===== config.mk =====
export PLATFORM = sky130hd
export DESIGN_NAME = tm_sqrt_chain
export DESIGN_NICKNAME = d
export VERILOG_FILES = /design/src/sv/tm_sqrt_cell.sv /design/src/sv/tm_sqrt_chain.sv
export SDC_FILE = /design/constraint.sdc
export NUM_CORES = 1
export LEC_CHECK = 0
export ABC_CLOCK_PERIOD_IN_PS = 1200
export CAP_MARGIN = 40
export CORE_AREA = 2 2 39 41
export DETAILED_ROUTE_END_ITERATION = 8
export DIE_AREA = 0 0 41 43
export DONT_BUFFER_PORTS = 1
export RECOVER_POWER = 100
export SLEW_MARGIN = 0
export SYNTH_ARGS = -nofsm -noshare
export SYNTH_HDL_FRONTEND = slang
export SYNTH_SLANG_ARGS = --single-unit
export TNS_END_PERCENT = 5

===== constraint.sdc =====
create_clock -name clk -period 1.2 [get_ports clk]
set_input_delay 0.12 -clock clk [delete_from_list [all_inputs] [get_ports clk]]
set_output_delay 0.12 -clock clk [all_outputs]
set_load 0.01 [all_outputs]

===== src/sv/tm_sqrt_cell.sv =====
// One cell of the square root row: produces one root bit per lane.
`default_nettype none
module tm_sqrt_cell #(
    parameter int LANES = 1,
    parameter int RW    = 4,
    parameter int SBW   = 1
) (
    input  logic                                clk,
    input  logic                                rst_n,
    input  logic                                in_valid,
    output logic                                in_ready,
    input  logic [LANES-1:0][RW-1:0]            rad_in,
    input  logic [LANES-1:0][RW/2+1:0]          rem_in,
    input  logic [LANES-1:0][RW/2-1:0]          root_in,
    input  logic [SBW-1:0]                      sb_in,
    output logic                                out_valid,
    input  logic                                out_ready,
    output logic [LANES-1:0][RW-1:0]            rad_out,
    output logic [LANES-1:0][RW/2+1:0]          rem_out,
    output logic [LANES-1:0][RW/2-1:0]          root_out,
    output logic [SBW-1:0]                      sb_out
);
    localparam int NW   = RW / 2;
    localparam int REMW = NW + 2;

    logic                          v_reg;
    logic [LANES-1:0][RW-1:0]      rad_reg,  rad_next;
    logic [LANES-1:0][REMW-1:0]    rem_reg,  rem_next;
    logic [LANES-1:0][NW-1:0]      root_reg, root_next;
    logic [SBW-1:0]                sb_reg;
    logic [LANES-1:0][REMW-1:0]    cur;
    logic [LANES-1:0][REMW-1:0]    trial;
    logic [LANES-1:0]              ge;

    assign in_ready = !v_reg || out_ready;

    // Restoring step: bring down two radicand bits and try the next root bit.
    always_comb
    begin
        for (int l = 0; l < LANES; l++)
        begin
            cur[l]       = {rem_in[l][NW-1:0], rad_in[l][RW-1 -: 2]};
            trial[l]     = {root_in[l], 2'b01};
            ge[l]        = cur[l] >= trial[l];
            rem_next[l]  = ge[l] ? cur[l] - trial[l] : cur[l];
            root_next[l] = {root_in[l][NW-2:0], ge[l]};
            rad_next[l]  = {rad_in[l][RW-3:0], 2'b00};
        end
    end

    always_ff @(posedge clk or negedge rst_n)
    begin
        if (!rst_n)
            v_reg <= 1'b0;
        else if (in_ready)
            v_reg <= in_valid;
    end

    always_ff @(posedge clk)
    begin
        if (in_ready && in_valid)
        begin
            rad_reg  <= rad_next;
            rem_reg  <= rem_next;
            root_reg <= root_next;
            sb_reg   <= sb_in;
        end
    end

    assign out_valid = v_reg;
    assign rad_out   = rad_reg;
    assign rem_out   = rem_reg;
    assign root_out  = root_reg;
    assign sb_out    = sb_reg;
endmodule
`default_nettype wire


===== src/sv/tm_sqrt_chain.sv =====
// Row of square root cells giving floor square roots of several radicands.
`default_nettype none
module tm_sqrt_chain #(
    parameter int LANES = 1,
    parameter int RW    = 4,
    parameter int SBW   = 1
) (
    input  logic                          clk,
    input  logic                          rst_n,
    input  logic                          in_valid,
    output logic                          in_ready,
    input  logic [LANES-1:0][RW-1:0]      rad_in,
    input  logic [SBW-1:0]                sb_in,
    output logic                          out_valid,
    input  logic                          out_ready,
    output logic [LANES-1:0][RW/2-1:0]    root_out,
    output logic [SBW-1:0]                sb_out
);
    localparam int NW = RW / 2;

    logic [NW:0]                        v;
    logic [NW:0]                        r;
    logic [NW:0][LANES-1:0][RW-1:0]     rad;
    logic [NW:0][LANES-1:0][NW+1:0]     rem;
    logic [NW:0][LANES-1:0][NW-1:0]     root;
    logic [NW:0][SBW-1:0]               sb;

    assign v[0]    = in_valid;
    assign in_ready = r[0];
    assign rad[0]  = rad_in;
    assign rem[0]  = '0;
    assign root[0] = '0;
    assign sb[0]   = sb_in;

    for (genvar i = 0; i < NW; i++)
    begin : g_cell
        tm_sqrt_cell #(.LANES(LANES), .RW(RW), .SBW(SBW)) u_cell (
            .clk      (clk),
            .rst_n    (rst_n),
            .in_valid (v[i]),
            .in_ready (r[i]),
            .rad_in   (rad[i]),
            .rem_in   (rem[i]),
            .root_in  (root[i]),
            .sb_in    (sb[i]),
            .out_valid(v[i+1]),
            .out_ready(r[i+1]),
            .rad_out  (rad[i+1]),
            .rem_out  (rem[i+1]),
            .root_out (root[i+1]),
            .sb_out   (sb[i+1])
        );
    end

    assign r[NW]     = out_ready;
    assign out_valid = v[NW];
    assign root_out  = root[NW];
    assign sb_out    = sb[NW];
endmodule
`default_nettype wire


==> results.ini <==
[outcome]
status=complete, no violations

[timing]
layout_min_cycle_time_ps=1120
fin_crit_sh_pct=93.7
tightest_slew_ps=230
finalSetupTns_ps=0
skew_ps=6.61
setup_viol=0
timing.fmax_ghz=0.889
hold_viol=0
grt_setup_unrepaired=no
maxSlewViolCount=0
worst_slew_margin_rel_pct=84.6
worst_slack_ps=75.4

[routing]
totalWireLength_um=620
top_layer=met3
wl_met1_um=202
ant_nets=0
drtIter0Drc=7
wl_met2_um=411
vias=222
wl_per_cell_um=12.4
drc=0
wl_met3_um=6
vias_per_cell=4.44
firstDrtPassIters=4

[yosys]
yosys_warnings=0
yosys.cell_count.top_type=edfxtp_1
synthXorXnorAreaFrac_pct=0
synth_sequential_area_ratio_pct=76.0
syn_avg_cell_area_um2=16.9
synth_top_family_by_area=simple AND/OR/NAND/NOR gates
ys_seq_elements=11
synth_area_um2=422
netlist_top_cells_count=9 x edfxtp_1, 3 x nand2b_1, 2 x and2_1, 2 x dfrtp_1
yosys.area.top_type_share_pct=64.1
muxShareOfSynthArea_pct=0
synth-edff-count=9
synthDistinctLibCells=13
synth_cells=25
synth_area_leaders=edfxtp_1 64%, dfrtp_1 12%, nand3b_4 4.7%
yosysTopAreaCell=edfxtp_1
async_reset_ff_share_pct=18.2
synth_ff_type=edfxtp_1
synth_fa_ha_area_share_pct=2.97
syn_nets=35
synthSimpleGateAreaFrac_pct=19.0
synth_compound_area_share_pct=1.19

[layout]
multiInputGateArea_um2=96.3
fin_util_pct=37.3
fillers=132
area_growth_pct=22.6
nNetsFinal=45
ff_latch_area_um2=320
finalInstanceArea_um2=517
drive_gt1_share_pct=17.6
n_antenna_cell=0

[min_path]
holdPathStages=1
hold_class=in -> reg

[cts]
numCtsBuffers=3
post_cts_buffers=0
cts-root-buf=clkbuf_4
htree_levels=1
clock_latency_ps=260
cts_tree=yes
clk_path_buf_depth=2
cts.sinks=11
clk_pin_slew_ps=70

[setup_path]
path_class=reg -> reg
cp-end-kind=flip-flop
worstPathArrival_ps=1090
start_kind=flip-flop
crit_fanout=3
required_ps=1170
r2r_cells=2

[floorplan]
core-area_um2=1380
dieHeight_um=43
ios=14
row_count=14
start_util_pct=30.5
dieArea_um2=1760
die_w_um=41

[grt]
grt_antenna_before_repair=0
grt_pass1_vias=219
grt_pass1_wl_um=938
gr-usage-all-layers_pct=9.62
overflow=0
grt_max_degree=7

[power_and_ir_drop]
power_density_nw_per_um2=1460
comb_power_share_pct=6.7
switching_power_uw=152
leakage_uw=0.000196
sw_frac_of_total_pct=20.2
ir_drop_v=0.000455
intPower_uw=601
clkPwrFrac_pct=31.8
seq_power_share_pct=61.5

[placed_design]
numPortBuffers=0
hpwl_um=441
gp_congestion=0.614
pre_cts_slack_ps=117
place_area_um2=442

[job]
drv_cap=0

[metrics by stage]
step,hold slack [ps],power (µW),instances
floorplan,-176,501,25
global placement,-176,507,41
detailed placement,-176,511,41
CTS,26.9,765,50
global route,30.1,780,50
finish,37.3,753,50
[layout make-up]
class / instances / area share (%)
clock buffer: 4 / 5.08
tap: 16 / 3.87
multi-input combinational: 13 / 18.6
inverter: 1 / 0.726
sequential: 11 / 62.0
timing repair buffer: 5 / 9.69
[final timing paths]
kind | startpoint | endpoint | slack (ps)
max | g_cell[1].u_cell.out_valid | g_cell[1].u_cell.root_out[1] | 80
min | rad_in[2] | g_cell[0].u_cell.root_out[0] | 40
max reg2reg | g_cell[1].u_cell.out_valid | g_cell[1].u_cell.root_out[1] | 80
min reg2reg | g_cell[0].u_cell.sb_out | g_cell[1].u_cell.sb_out | 420
max in group asynchronous | rst_n | g_cell[0].u_cell.out_valid | 980
min in group asynchronous | rst_n | g_cell[1].u_cell.out_valid | 90
[routing by layer]
metal | up-vias | GRT usage (%)
met5 | - | 0
met4 | 0 | 14.0
met3 | 0 | 3.14
met2 | 5 | 14.7
met1 | 113 | 6.85
li1 | 104 | -
[cells by family (layout without fill, tap and decap cells)]
family / count (synthesis) / in the layout
AO/OA/AOI/OAI: 1 / 1
adder cells (fa/ha/maj): 1 / 1
buffers and inverters: 1 / 10
flip-flops: 11 / 11
AND/OR/NAND/NOR: 11 / 11
[cell usage in the layout, fill, tap and decap left out, types with 2 or more instances in the layout]
cell,instances
edfxtp_1,9
dlygate4sd3_1,5
nand2b_1,3
clkbuf_4,3
dfrtp_1,2
[sequential cells by signal, summed over array words and instances, names as in the netlist]
signal                   cells
g_cell.u_cell.root_out       3
g_cell.u_cell.rad_out        2
g_cell.u_cell.out_valid      2
g_cell.u_cell.sb_out         2
g_cell.u_cell.rem_out        2
[power by group through the flow]
| stage | sequential [µW] | clock [µW] | combinational (µW) |
|---|---|---|---|
| after global placement | 470 | 0 | 37.1 |
| after floorplan | 468 | 0 | 33.7 |
| after CTS | 464 | 248 | 53.1 |
| after global routing | 467 | 257 | 55.5 |
| final | 463 | 239 | 50.7 |
| after detailed placement | 472 | 0 | 39.3 |
[worst max-delay path, stage by stage, from the launching register on]
cell,delay [ps]
dfrtp_1,460
nand2b_1,140
and2_0,220
[repair_timing]
action,4_1_cts,5_1_grt
endpoints found under the hold margin,6,0
resized for setup,0,0
endpoints found under the setup margin,0,0
hold buffers,5,0
Power figures use the tool's default switching activity.
